$ cat src/gbws_pkg.sv
// ----------------------------------------------------------------------------
// gbws_pkg
// Types and codes shared by the grid bilinear weight selector.
// ----------------------------------------------------------------------------
package gbws_pkg;

    typedef logic [16:0] t_weight;
    typedef logic [1:0]  t_req;
    typedef logic [1:0]  t_cfg_idx;
    typedef logic [1:0]  t_mode;

    localparam t_req REQ_LOAD_X = 2'd0;
    localparam t_req REQ_LOAD_Y = 2'd1;
    localparam t_req REQ_QUERY  = 2'd2;

    localparam t_cfg_idx CFG_AXIS_SIZE     = 2'd0;
    localparam t_cfg_idx CFG_HALF_EXTENT_X = 2'd1;
    localparam t_cfg_idx CFG_HALF_EXTENT_Y = 2'd2;

    localparam t_mode MODE_CORNER   = 2'd0;
    localparam t_mode MODE_EDGE_Y   = 2'd1;
    localparam t_mode MODE_EDGE_X   = 2'd2;
    localparam t_mode MODE_INTERIOR = 2'd3;

    localparam t_weight ONE_Q16   = 17'd65536;
    localparam int      FRAC_BITS = 16;
    localparam logic [33:0] ROUND_HALF = 34'd32768;

endpackage

$ cat src/grid_bilinear_weight_select.sv
// ----------------------------------------------------------------------------
// grid_bilinear_weight_select
// Bilinear interpolation weights on a square grid of sample points.
//
// Requests enter on i_start while o_busy is low. A load request (column x or
// row y) writes one table slot and gives no results. A query request raises
// o_busy, searches the coordinate tables one entry a cycle through a
// synchronous memory read, works out the cell fraction with a 16-step
// restoring divider, then produces one, two or four results. Each result is
// shown for exactly one cycle with o_strobe high; o_last marks the final
// one. Results cannot be held off.
// Query steps: per searched axis a search, a fetch of the cell bounds and
// the divider (skipped when the fraction is 0 or 1); then per result a
// multiply and a rounding/output step. A corner query skips the search.
// The configuration channel is always ready; write it only while idle.
// Reset clears the control state and the configuration registers (axis
// size 2, half extents 0); the coordinate tables are undefined until loaded.
// ----------------------------------------------------------------------------
module grid_bilinear_weight_select #(
    parameter int MAX_AXIS = 32
) (
    input  logic                i_clk,
    input  logic                i_rst_n,
    input  logic                i_start,
    output logic                o_busy,
    input  logic [1:0]          i_req_type,
    input  logic [4:0]          i_slot,
    input  logic signed [31:0]  i_pos_x,
    input  logic signed [31:0]  i_pos_y,
    input  logic                i_cfg_valid,
    output logic                o_cfg_ready,
    input  logic [1:0]          i_cfg_index,
    input  logic [31:0]         i_cfg_data,
    output logic                o_strobe,
    output logic [9:0]          o_grid_index,
    output logic [16:0]         o_weight,
    output logic                o_last
);

    localparam int AW = (MAX_AXIS > 2) ? $clog2(MAX_AXIS) : 1;
    localparam int NW = $clog2(MAX_AXIS + 1);
    localparam int IW = (2 * NW + 1 > 10) ? 2 * NW + 1 : 10;

    localparam logic [2:0] S_IDLE = 3'd0;
    localparam logic [2:0] S_SRCH = 3'd1;
    localparam logic [2:0] S_RD0  = 3'd2;
    localparam logic [2:0] S_RD1  = 3'd3;
    localparam logic [2:0] S_FRAC = 3'd4;
    localparam logic [2:0] S_DIV  = 3'd5;
    localparam logic [2:0] S_WGT  = 3'd6;
    localparam logic [2:0] S_EMIT = 3'd7;

    logic [2:0]            r_state;
    logic [5:0]            r_axis_size;
    logic [30:0]           r_hex;
    logic [30:0]           r_hey;

    logic signed [31:0]    r_mem_x [MAX_AXIS];
    logic signed [31:0]    r_mem_y [MAX_AXIS];
    logic signed [31:0]    r_rdata_x;
    logic signed [31:0]    r_rdata_y;

    logic signed [31:0]    r_px;
    logic signed [31:0]    r_py;
    logic                  r_xpos;
    logic                  r_ypos;
    gbws_pkg::t_mode       r_mode;
    logic                  r_ax;
    logic [NW-1:0]         r_j;
    logic [NW-1:0]         r_jd;
    logic                  r_vld;
    logic [AW-1:0]         r_u;
    logic [AW-1:0]         r_ux;
    logic [AW-1:0]         r_uy;
    logic signed [31:0]    r_c0;
    logic [32:0]           r_rem;
    logic [32:0]           r_den;
    logic [15:0]           r_q;
    logic [3:0]            r_cnt;
    gbws_pkg::t_weight     r_tx;
    gbws_pkg::t_weight     r_ty;
    logic [1:0]            r_k;
    logic [33:0]           r_prod;

    logic [NW-1:0]         n_eff;
    logic [NW-1:0]         n_m1;
    logic                  accept;
    logic                  we_x;
    logic                  we_y;
    logic [AW-1:0]         waddr;
    logic [AW-1:0]         rd_addr;
    logic signed [32:0]    xs;
    logic signed [32:0]    ys;
    logic signed [32:0]    hxs;
    logic signed [32:0]    hys;
    logic                  xoff;
    logic                  yoff;
    logic signed [31:0]    p_sel;
    logic signed [31:0]    d_sel;
    logic                  s_found;
    logic                  s_last;
    logic signed [32:0]    num;
    logic signed [32:0]    den;
    logic [33:0]           rem2;
    logic [33:0]           rem_sub;
    logic                  q_bit;
    logic                  n_done;
    gbws_pkg::t_weight     n_t;
    logic [1:0]            nres_m1;
    logic [NW-1:0]         col;
    logic [NW-1:0]         row;
    gbws_pkg::t_weight     wa;
    gbws_pkg::t_weight     wb;
    logic [IW-1:0]         idx_full;
    logic [33:0]           rounded;

    assign o_cfg_ready = 1'b1;
    assign o_busy      = (r_state != S_IDLE);
    assign accept      = i_start && !o_busy;

    always_comb begin
        if (r_axis_size < 6'd2) begin
            n_eff = NW'(2);
        end else if (32'(r_axis_size) > MAX_AXIS) begin
            n_eff = NW'(MAX_AXIS);
        end else begin
            n_eff = NW'(r_axis_size);
        end
    end
    assign n_m1 = n_eff - NW'(1);

    // configuration
    always_ff @(posedge i_clk) begin
        if (!i_rst_n) begin
            r_axis_size <= 6'd2;
            r_hex       <= '0;
            r_hey       <= '0;
        end else if (i_cfg_valid && o_cfg_ready) begin
            unique case (i_cfg_index)
                gbws_pkg::CFG_AXIS_SIZE:     r_axis_size <= i_cfg_data[5:0];
                gbws_pkg::CFG_HALF_EXTENT_X: r_hex       <= i_cfg_data[30:0];
                gbws_pkg::CFG_HALF_EXTENT_Y: r_hey       <= i_cfg_data[30:0];
                default: ;
            endcase
        end
    end

    // coordinate tables
    assign waddr = AW'(i_slot);
    assign we_x  = accept && (i_req_type == gbws_pkg::REQ_LOAD_X) && (32'(i_slot) < MAX_AXIS);
    assign we_y  = accept && (i_req_type == gbws_pkg::REQ_LOAD_Y) && (32'(i_slot) < MAX_AXIS);

    always_comb begin
        unique case (r_state)
            S_RD0:   rd_addr = r_u - AW'(1);
            S_RD1:   rd_addr = r_u;
            default: rd_addr = r_j[AW-1:0];
        endcase
    end

    always_ff @(posedge i_clk) begin
        if (we_x) begin
            r_mem_x[waddr] <= i_pos_x;
        end
        r_rdata_x <= r_mem_x[rd_addr];
    end

    always_ff @(posedge i_clk) begin
        if (we_y) begin
            r_mem_y[waddr] <= i_pos_y;
        end
        r_rdata_y <= r_mem_y[rd_addr];
    end

    // extent test
    assign xs   = {i_pos_x[31], i_pos_x};
    assign ys   = {i_pos_y[31], i_pos_y};
    assign hxs  = {2'b00, r_hex};
    assign hys  = {2'b00, r_hey};
    assign xoff = (xs < -hxs) || (xs > hxs);
    assign yoff = (ys < -hys) || (ys > hys);

    // search and fraction
    assign p_sel   = r_ax ? r_py : r_px;
    assign d_sel   = r_ax ? r_rdata_y : r_rdata_x;
    assign s_found = r_vld && (d_sel > p_sel);
    assign s_last  = r_vld && (r_jd == n_m1);

    assign num     = {p_sel[31], p_sel} - {r_c0[31], r_c0};
    assign den     = {d_sel[31], d_sel} - {r_c0[31], r_c0};

    assign rem2    = {r_rem, 1'b0};
    assign rem_sub = rem2 - {1'b0, r_den};
    assign q_bit   = (rem2 >= {1'b0, r_den});

    always_comb begin
        n_done = 1'b0;
        n_t    = '0;
        if (r_state == S_FRAC) begin
            if (num[32] || (num == '0)) begin
                n_done = 1'b1;
            end else if (num >= den) begin
                n_done = 1'b1;
                n_t    = gbws_pkg::ONE_Q16;
            end
        end else if ((r_state == S_DIV) && (r_cnt == 4'd15)) begin
            n_done = 1'b1;
            n_t    = {1'b0, r_q[14:0], q_bit};
        end
    end

    // result selection
    always_comb begin
        col = r_xpos ? n_m1 : '0;
        row = r_ypos ? n_m1 : '0;
        wa  = gbws_pkg::ONE_Q16;
        wb  = gbws_pkg::ONE_Q16;
        nres_m1 = 2'd0;
        unique case (r_mode)
            gbws_pkg::MODE_CORNER: begin
                nres_m1 = 2'd0;
            end
            gbws_pkg::MODE_EDGE_Y: begin
                nres_m1 = 2'd1;
                row = r_k[0] ? NW'(r_uy) : NW'(r_uy - AW'(1));
                wa  = r_k[0] ? r_ty : gbws_pkg::ONE_Q16 - r_ty;
            end
            gbws_pkg::MODE_EDGE_X: begin
                nres_m1 = 2'd1;
                col = r_k[0] ? NW'(r_ux) : NW'(r_ux - AW'(1));
                wa  = r_k[0] ? r_tx : gbws_pkg::ONE_Q16 - r_tx;
            end
            gbws_pkg::MODE_INTERIOR: begin
                nres_m1 = 2'd3;
                col = r_k[0] ? NW'(r_ux) : NW'(r_ux - AW'(1));
                row = r_k[1] ? NW'(r_uy) : NW'(r_uy - AW'(1));
                wa  = r_k[0] ? r_tx : gbws_pkg::ONE_Q16 - r_tx;
                wb  = r_k[1] ? r_ty : gbws_pkg::ONE_Q16 - r_ty;
            end
            default: ;
        endcase
    end

    assign idx_full = IW'(col) * IW'(n_eff) + IW'(row);
    assign rounded  = r_prod + gbws_pkg::ROUND_HALF;

    // sequencer
    always_ff @(posedge i_clk) begin
        if (!i_rst_n) begin
            r_state  <= S_IDLE;
            o_strobe <= 1'b0;
        end else begin
            o_strobe <= 1'b0;
            unique case (r_state)
                S_IDLE: begin
                    if (accept && (i_req_type == gbws_pkg::REQ_QUERY)) begin
                        r_px   <= i_pos_x;
                        r_py   <= i_pos_y;
                        r_xpos <= (xs > hxs);
                        r_ypos <= (ys > hys);
                        r_j    <= '0;
                        r_vld  <= 1'b0;
                        r_k    <= '0;
                        if (xoff && yoff) begin
                            r_mode  <= gbws_pkg::MODE_CORNER;
                            r_state <= S_WGT;
                        end else if (xoff) begin
                            r_mode  <= gbws_pkg::MODE_EDGE_Y;
                            r_ax    <= 1'b1;
                            r_state <= S_SRCH;
                        end else if (yoff) begin
                            r_mode  <= gbws_pkg::MODE_EDGE_X;
                            r_ax    <= 1'b0;
                            r_state <= S_SRCH;
                        end else begin
                            r_mode  <= gbws_pkg::MODE_INTERIOR;
                            r_ax    <= 1'b0;
                            r_state <= S_SRCH;
                        end
                    end
                end
                S_SRCH: begin
                    r_jd  <= r_j;
                    r_vld <= 1'b1;
                    if (r_j != n_m1) begin
                        r_j <= r_j + NW'(1);
                    end
                    if (s_found) begin
                        r_u     <= (r_jd == '0) ? AW'(1) : AW'(r_jd);
                        r_state <= S_RD0;
                    end else if (s_last) begin
                        r_u     <= AW'(n_m1);
                        r_state <= S_RD0;
                    end
                end
                S_RD0: begin
                    r_state <= S_RD1;
                end
                S_RD1: begin
                    r_c0    <= d_sel;
                    r_state <= S_FRAC;
                end
                S_FRAC: begin
                    r_rem   <= num;
                    r_den   <= den;
                    r_q     <= '0;
                    r_cnt   <= '0;
                    if (!n_done) begin
                        r_state <= S_DIV;
                    end
                end
                S_DIV: begin
                    r_rem <= q_bit ? rem_sub[32:0] : rem2[32:0];
                    r_q   <= {r_q[14:0], q_bit};
                    r_cnt <= r_cnt + 4'd1;
                end
                S_WGT: begin
                    r_prod  <= 34'(wa) * 34'(wb);
                    r_state <= S_EMIT;
                end
                S_EMIT: begin
                    o_strobe     <= 1'b1;
                    o_grid_index <= idx_full[9:0];
                    o_weight     <= rounded[gbws_pkg::FRAC_BITS +: 17];
                    o_last       <= (r_k == nres_m1);
                    r_k          <= r_k + 2'd1;
                    r_state      <= (r_k == nres_m1) ? S_IDLE : S_WGT;
                end
                default: r_state <= S_IDLE;
            endcase
            if (n_done) begin
                if (r_ax) begin
                    r_ty <= n_t;
                    r_uy <= r_u;
                end else begin
                    r_tx <= n_t;
                    r_ux <= r_u;
                end
                if (!r_ax && (r_mode == gbws_pkg::MODE_INTERIOR)) begin
                    r_ax    <= 1'b1;
                    r_j     <= '0;
                    r_vld   <= 1'b0;
                    r_state <= S_SRCH;
                end else begin
                    r_k     <= '0;
                    r_state <= S_WGT;
                end
            end
        end
    end

    // checks
    a_strobe_from_emit: assert property (@(posedge i_clk) disable iff (!i_rst_n)
        o_strobe |-> $past(r_state) == S_EMIT)
        else $error("result strobe without an emit cycle");

    a_weight_range: assert property (@(posedge i_clk) disable iff (!i_rst_n)
        o_strobe |-> o_weight <= gbws_pkg::ONE_Q16)
        else $error("weight above one");

    a_last_ends_query: assert property (@(posedge i_clk) disable iff (!i_rst_n)
        (o_strobe && o_last) |-> r_state == S_IDLE)
        else $error("query still busy after its last result");

    a_div_rem: assert property (@(posedge i_clk) disable iff (!i_rst_n)
        (r_state == S_DIV) |-> r_rem < r_den)
        else $error("divider remainder not below divisor");

    a_cell_range: assert property (@(posedge i_clk) disable iff (!i_rst_n)
        (r_state == S_RD0) |-> (r_u != '0) && (NW'(r_u) < n_eff))
        else $error("cell index outside the grid");

endmodule
$ cat config.mk
export PLATFORM = sky130hd
export DESIGN_NAME = grid_bilinear_weight_select
export DESIGN_NICKNAME = d
export VERILOG_FILES = /design/src/gbws_pkg.sv /design/src/grid_bilinear_weight_select.sv
export SDC_FILE = /design/constraint.sdc
export NUM_CORES = 2
export LEC_CHECK = 0
export BUFFER_PORTS_ARGS = -buffer_cell sky130_fd_sc_hd__buf_2
export CORE_MARGIN = 1
export CORE_UTILIZATION = 36
export CTS_BUF_LIST = sky130_fd_sc_hd__clkbuf_16
export DETAILED_ROUTE_END_ITERATION = 16
export GPL_TIMING_DRIVEN = 0
export MAX_ROUTING_LAYER = met4
export SLEW_MARGIN = 40
export SYNTH_ARGS = -nofsm -noshare
export SYNTH_HDL_FRONTEND = slang
export SYNTH_SLANG_ARGS = --single-unit
$ cat constraint.sdc
create_clock -name i_clk -period 22.8 [get_ports i_clk]
set_clock_uncertainty 0.15 [all_clocks]
set_input_delay 2.28 -clock i_clk [delete_from_list [all_inputs] [get_ports i_clk]]
set_output_delay 2.28 -clock i_clk [all_outputs]
set_load 0.02 [all_outputs]
Yosys cells after proc, flatten, opt, wreduce, memory -nomap -nowiden
Memory sizes are Yosys's and may differ from the RTL's. A register that Yosys moved wholly into a read port is not among the register bits.
Cells that the tools add are included.
{"block": "classes", "add_sub_neg": 16, "multipliers": 2, "order_cmp": 9, "n_eq_ne": 20, "muxes": 67, "n_bitwise": 1, "reduce_logical": 41}
{"operator": "17-bit 2-to-1 mux", "count": 7}
{"operator": "32-bit greater-than comparator", "count": 3}
{"operator": "6-bit 2-to-1 mux", "count": 12}
{"operator": "32-bit by 33-bit < comparator with 1-bit output", "count": 2}
{"operator": "31-bit negator with 33-bit output", "count": 2}
{"operator": "33-bit one-hot mux with 2 select lines", "count": 1}
{"operator": "32-bit by 32-bit subtractor with 33-bit output", "count": 2}
{"operator": "32-bit 2-to-1 mux", "count": 2}
{"operator": "34-bit by 33-bit greater-or-equal comparator with 1-bit output", "count": 1}
{"operator": "17-bit one-hot mux with 2 select lines", "count": 1}
{"operator": "17-bit subtractor, first input constant", "count": 2}
{"operator": "33-bit by 16-bit adder with 33-bit output, second input constant", "count": 1}
{"operator": "33-bit greater-or-equal comparator", "count": 1}
{"operator": "33-bit zero test", "count": 1}
{"operator": "17-bit by 17-bit multiplier with 33-bit output", "count": 1}
{"operator": "33-bit 2-to-1 mux", "count": 1}
{"operator": "33-bit subtractor", "count": 1}
{"operator": "15-bit one-hot mux with 2 select lines", "count": 1}
{"operator": "6-bit one-hot mux with 2 select lines", "count": 2}
{"operator": "3-bit 2-to-1 mux", "count": 7}
{"operator": "3-bit one-hot mux with 7 select lines", "count": 1}
{"operator": "1-bit 2-to-1 mux", "count": 20}
{"operator": "2-bit AND reduction", "count": 9}
{"operator": "16-bit 2-to-1 mux", "count": 1}
{"operator": "other kinds (40)", "count": 74}
{"block": "totals", "register_bits": 383, "ram_bits": 2048, "input_bits": 109, "output_inout_bits": 31, "wordCells": 188, "n_memories": 2}
{"memory": "r_mem_x", "depth": 32, "word_bits": 32, "rd": 1, "rd_ports_with_merged_regs": 1, "write_ports": 1, "line_no": "grid_bilinear_weight_select.sv:58", "rtl": "logic signed [31:0] r_mem_x [MAX_AXIS];"}
{"memory": "r_mem_y", "depth": 32, "word_bits": 32, "rd": 1, "rd_ports_with_merged_regs": 1, "write_ports": 1, "line_no": "grid_bilinear_weight_select.sv:59", "rtl": "logic signed [31:0] r_mem_y [MAX_AXIS];"}

Depth between registers and ports, before layout
{"block": "logic_depth", "word_depth": 10, "ltp_mapped": 34}

Worst setup path after synthesis
No wires, ideal clock.
{"block": "synth_timing", "kind": "register to register", "startpoint": "reg r_ty[0]", "endpoint": "reg r_prod[32] (data pin)", "t_arrival_ns": 7.588, "required_ns": 22.392, "setup_slack_ns": 14.804, "stages_incl_launch_ff": 32, "period_less_slack_ns": 7.996, "cell_sequence": "edfxtp_1 inv_1 ha_1 nor3b_1 nand3_1 or3_1 or3_1 nor4_1 xnor2_1 and2_1 mux2i_1 nand2_1 fa_1 fa_1 inv_1 fa_1 fa_1 fa_1 inv_1 fa_1 inv_1 ha_1 a21oi_1 and3_1 o311ai_0 nand4_1 nand3_1 nand3_1 a311oi_1 a21oi_1 o21ba_2 xnor2_1"}
{"block": "synth_between", "elab_chain_len": 4}
{"item": "start, declared", "line_no": "grid_bilinear_weight_select.sv:81", "rtl": "gbws_pkg::t_weight r_ty;"}
{"item": "start signal, assigned", "line_no": "grid_bilinear_weight_select.sv:333", "rtl": "r_ty <= n_t;"}
{"item": "17-bit subtractor", "line_no": "grid_bilinear_weight_select.sv:226, grid_bilinear_weight_select.sv:238"}
{"item": "17-bit 2-to-1 mux, on equally long branches", "line_no": "grid_bilinear_weight_select.sv:226, grid_bilinear_weight_select.sv:238"}
{"item": "17-bit one-hot mux with 2 select lines or 17-bit 2-to-1 mux (tied branches)", "line_no": "grid_bilinear_weight_select.sv:219", "rtl": "unique case (r_mode)"}
{"item": "17-bit by 17-bit multiplier with 33-bit output *", "line_no": "grid_bilinear_weight_select.sv:318", "rtl": "r_prod <= 34'(wa) * 34'(wb);"}
{"item": "end signal, assigned", "line_no": "grid_bilinear_weight_select.sv:318"}
{"item": "end, declared", "line_no": "grid_bilinear_weight_select.sv:83", "rtl": "logic [33:0] r_prod;"}
Every way passes the cells marked *; elsewhere a longest branch is shown, timed or not.
A chain may end at the register's enable or synchronous reset.

Final worst setup path
Ends and elaborated chain as after synthesis.

==> results.sh <==
export IMPL_outcome="completed"
export IMPL_fin_nets=11467
export IMPL_hpwl_mm=282.5
export IMPL_htree_levels=4
export IMPL_p_leak_nw=50.59
export IMPL_grt_pass1_wl_mm=542.0
export IMPL_synth_main_ff_cell="edfxtp_1"
export IMPL_synth_most_common_cell="nand2_1"
export IMPL_netlist_top_cells_area="edfxtp_1 (59%), nand2_1 (8.0%), ha_1 (4.5%)"
export IMPL_ys_seq_area_share_pct=61.48
export IMPL_portBuffers=134
export IMPL_setup_viol=0
export IMPL_path_max_fanout=10
export IMPL_cap_violations=0
export IMPL_clock_root_buffer="clkbuf_16"
export IMPL_ir_drop_uv=80.32
export IMPL_finalCriticalPeriod_ps=9827
export IMPL_required_ps=23260
export IMPL_p_per_area_mw_per_mm2=118.9
export IMPL_die_h_um=576.7
export IMPL_io_pins=140
export IMPL_fin_crit_sh_pct=43.10
export IMPL_criticalPathCategory="reg2reg"
export IMPL_grt_pass1_vias=82801
export IMPL_syn_area_mm2=0.1189
export IMPL_ys_warn_count=0
export IMPL_hold_path_cell_count=0
export IMPL_endpoint="r_prod[32]"
export IMPL_critPathLaunch="r_ty[0]"
export IMPL_synth_largest_area_cell="edfxtp_1"
export IMPL_endpoint_kind="flip-flop"
export IMPL_area_growth_pct=15.23
export IMPL_syn_inst=10168
export IMPL_grt_ovfl_total=0
export IMPL_p_switching_mw=6.624
export IMPL_internal_power_mw=9.668
export IMPL_p_sw_share_pct=40.66
export IMPL_coreArea_mm2=0.3279
export IMPL_drive_gt1_share_pct=8.239
export IMPL_path_common_cell="fa_1"
export IMPL_critPathArrivalTime_ps=10290
export IMPL_holdCritPathClass="reg2reg"
export IMPL_die_area_mm2=0.3326
export IMPL_combPwrFrac_pct=42.1
export IMPL_seq_power_share_pct=32.6
export IMPL_drt_iter0_markers=8819
export IMPL_rr_endpoint="r_prod[32]"
export IMPL_fmax_ghz=0.1018
export IMPL_drc_errors=0
export IMPL_antenna_found_initial=36
export IMPL_cts_tree="yes"
export IMPL_cts_resized=0
export IMPL_r2r_slack_ps=12970
export IMPL_synth_cell_types=79
export IMPL_yosysTopAreaCellShare_pct=59.19
export IMPL_firstDrtPassIters=8
export IMPL_cp_slowest_stage_delay_ps=660
export IMPL_cts_setup_buffers=0
export IMPL_clkPwrFrac_pct=25.3
export IMPL_rows=210
export IMPL_clk_pin_slew_ps=60
export IMPL_timing_hold_ws_ps=300.8
export IMPL_clkSinkCount=2480
export IMPL_vias_per_cell=5.409
export IMPL_worst_r2r_startpoint="r_ty[0]"
export IMPL_ys_async_sr_fraction_pct=0
export IMPL_grt_use_total_pct=22.75
export IMPL_numCtsBuffers=248
export IMPL_wl_per_cell_um=24.46
export IMPL_synth_edf_count=2344
export IMPL_dpl_instance_area_mm2=0.1286
export IMPL_grt_max_degree=47
export IMPL_clkLatencyLatePin_ps=950
export IMPL_start_util_pct=36.26
export IMPL_worst_slew_pin_slew_ps=978.1
export IMPL_design_area_mm2=0.1370
export IMPL_slowest_stage="clkbuf_1"
export IMPL_reg2reg_depth=32
export IMPL_synth_common_cells="nand2_1 (2,531), edfxtp_1 (2,344), inv_1 (569)"
export IMPL_rsz0062_at_grt="no"
export IMPL_place_gp_congestion=0.9711
export IMPL_ctsHoldBuffers=0
export IMPL_max_slew_margin_rel_pct=34.40
export IMPL_totalWireLength_mm=373.7
export IMPL_startpoint_type="flip-flop"
export IMPL_synth_nets=10944
export IMPL_fin_util_pct=41.79
export IMPL_fin_tns_setup_ps=0
export IMPL_yosys_register_bits=2480
export IMPL_syn_area_per_cell_um2=11.69
export IMPL_dieWidth_um=576.7
export IMPL_clk_path_buf_depth=4
export IMPL_via_count=82628
export IMPL_slew_viol_final=0
export IMPL_antenna_left=0
export IMPL_hold_viol=0
-- cells by family (layout without fill, tap and decap cells) --
family                   Yosys count  after routing  share of synthesized area [%]
other                              1             31                       0.003154
flip-flops                      2480           2480                          61.48
AO/OA/AOI/OAI                   1506           1506                          8.803
buffers and inverters           1135           1866                          3.593
XOR/XNOR                         258            258                          1.900
multiplexers                     105            105                         0.9207
adder cells (fa/ha/maj)          667            667                          8.553
AND/OR/NAND/NOR                 4016           4016                          14.74
-- power groups by stage --
stage          registers (mW)  clock network [mW]  logic [mW]
6_report                 5.30                4.13        6.86
5_1_grt                  5.30                4.34        7.41
4_1_cts                  5.30                4.17        6.79
3_5_place_dp             5.40                   0        6.76
3_3_place_gp             5.40                   0        6.51
2_1_floorplan            5.32                   0        4.03
-- critical path, delay by kind of cell (launching register included) --
family / cells / cell delay, ps
flip-flops: 1 / 420
adder cells (fa/ha/maj): 8 / 3560
buffers and inverters: 6 / 1210
XOR/XNOR: 2 / 270
AND/OR/NAND/NOR: 10 / 2380
AO/OA/AOI/OAI: 6 / 1570
-- per-layer routing --
| metal | track usage (%) | up-vias | part of all wire [%] | wire, um |
|---|---|---|---|---|
| met5 | - | - | 0 | 0 |
| met4 | 10.05 | 0 | 5.0 | 18780 |
| met3 | 3.183 | 699 | 7.6 | 28390 |
| met2 | 37.14 | 3269 | 47 | 177300 |
| met1 | 28.17 | 41044 | 40 | 149200 |
| li1 | - | 37616 | - | - |
-- sequential cells by signal, indices dropped and copies added, names as in the netlist, 6 cells and up --
| signal | cells |
|---|---|
| r_py | 32 |
| r_c0 | 32 |
| r_axis_size | 6 |
| r_prod | 18 |
| r_ty | 17 |
| r_tx | 17 |
| r_q | 15 |
| r_rem | 33 |
| r_jd | 6 |
| r_rdata_y | 32 |
| r_hey | 31 |
| o_grid_index | 10 |
| r_den | 33 |
| r_rdata_x | 32 |
| r_mem_x | 1024 |
| r_px | 32 |
| o_weight | 17 |
| r_mem_y | 1024 |
| r_hex | 31 |
| r_j | 6 |
-- cells in the final DEF, fill, tap and decap left out, types with 56 or more instances in the layout --
cell type  netlist  routed
nand2_1       2531    2525
edfxtp_1      2344    2344
inv_1          569     607
clkbuf_1       524     465
and3_1         429     428
ha_1           424     424
nand3_1        314     311
nor2_1         344     275
a31oi_1        271     271
a311oi_1       260     260
clkbuf_16        0     259
fa_1           243     243
a21oi_1        237     235
xnor2_1        187     186
a211oi_1       208     181
a21o_1         140     140
dfxtp_1        136     136
o21ai_0        131     130
buf_2            1      95
nor3_1          89      85
xor2_1          71      71
a21boi_0        69      69
mux2i_1         70      67
nor2_4           0      66
buf_16           0      61
buf_8            0      60
clkbuf_2         0      57
buf_4            1      56
-- worst min path at each step --
stage                         end    from  slack, ps
after floorplan           r_jd[3]  r_j[3]        270
after global placement    r_jd[3]  r_j[3]        290
after detailed placement  r_jd[3]  r_j[3]        280
after CTS                 r_jd[3]  r_j[3]        300
after global routing      r_jd[3]  r_j[3]        330
final                     r_jd[3]  r_j[3]        300
-- layout make-up --
| class | instances | area, um^2 |
|---|---|---|
| Antenna cell | 30 | 75.07 |
| Buffer | 566 | 2221 |
| Clock buffer | 259 | 6481 |
| Clock inverter | 199 | 1683 |
| Fill cell | 30283 | 190900 |
| Inverter | 569 | 2136 |
| Multi-Input combinational cell | 6553 | 42340 |
| Sequential cell | 2480 | 73110 |
| Tap cell | 4346 | 5438 |
| Timing Repair Buffer | 273 | 3540 |
-- per-stage QoR --
stage	total power [mW]	instances	setup slack (ps)
floorplan	9.342	10168	14800
global placement	11.91	14648	12330
detailed placement	12.15	14783	12960
CTS	16.26	15241	12960
global route	17.05	15266	12380
finish	16.29	15275	12970
(Power assumes the default switching activity.)
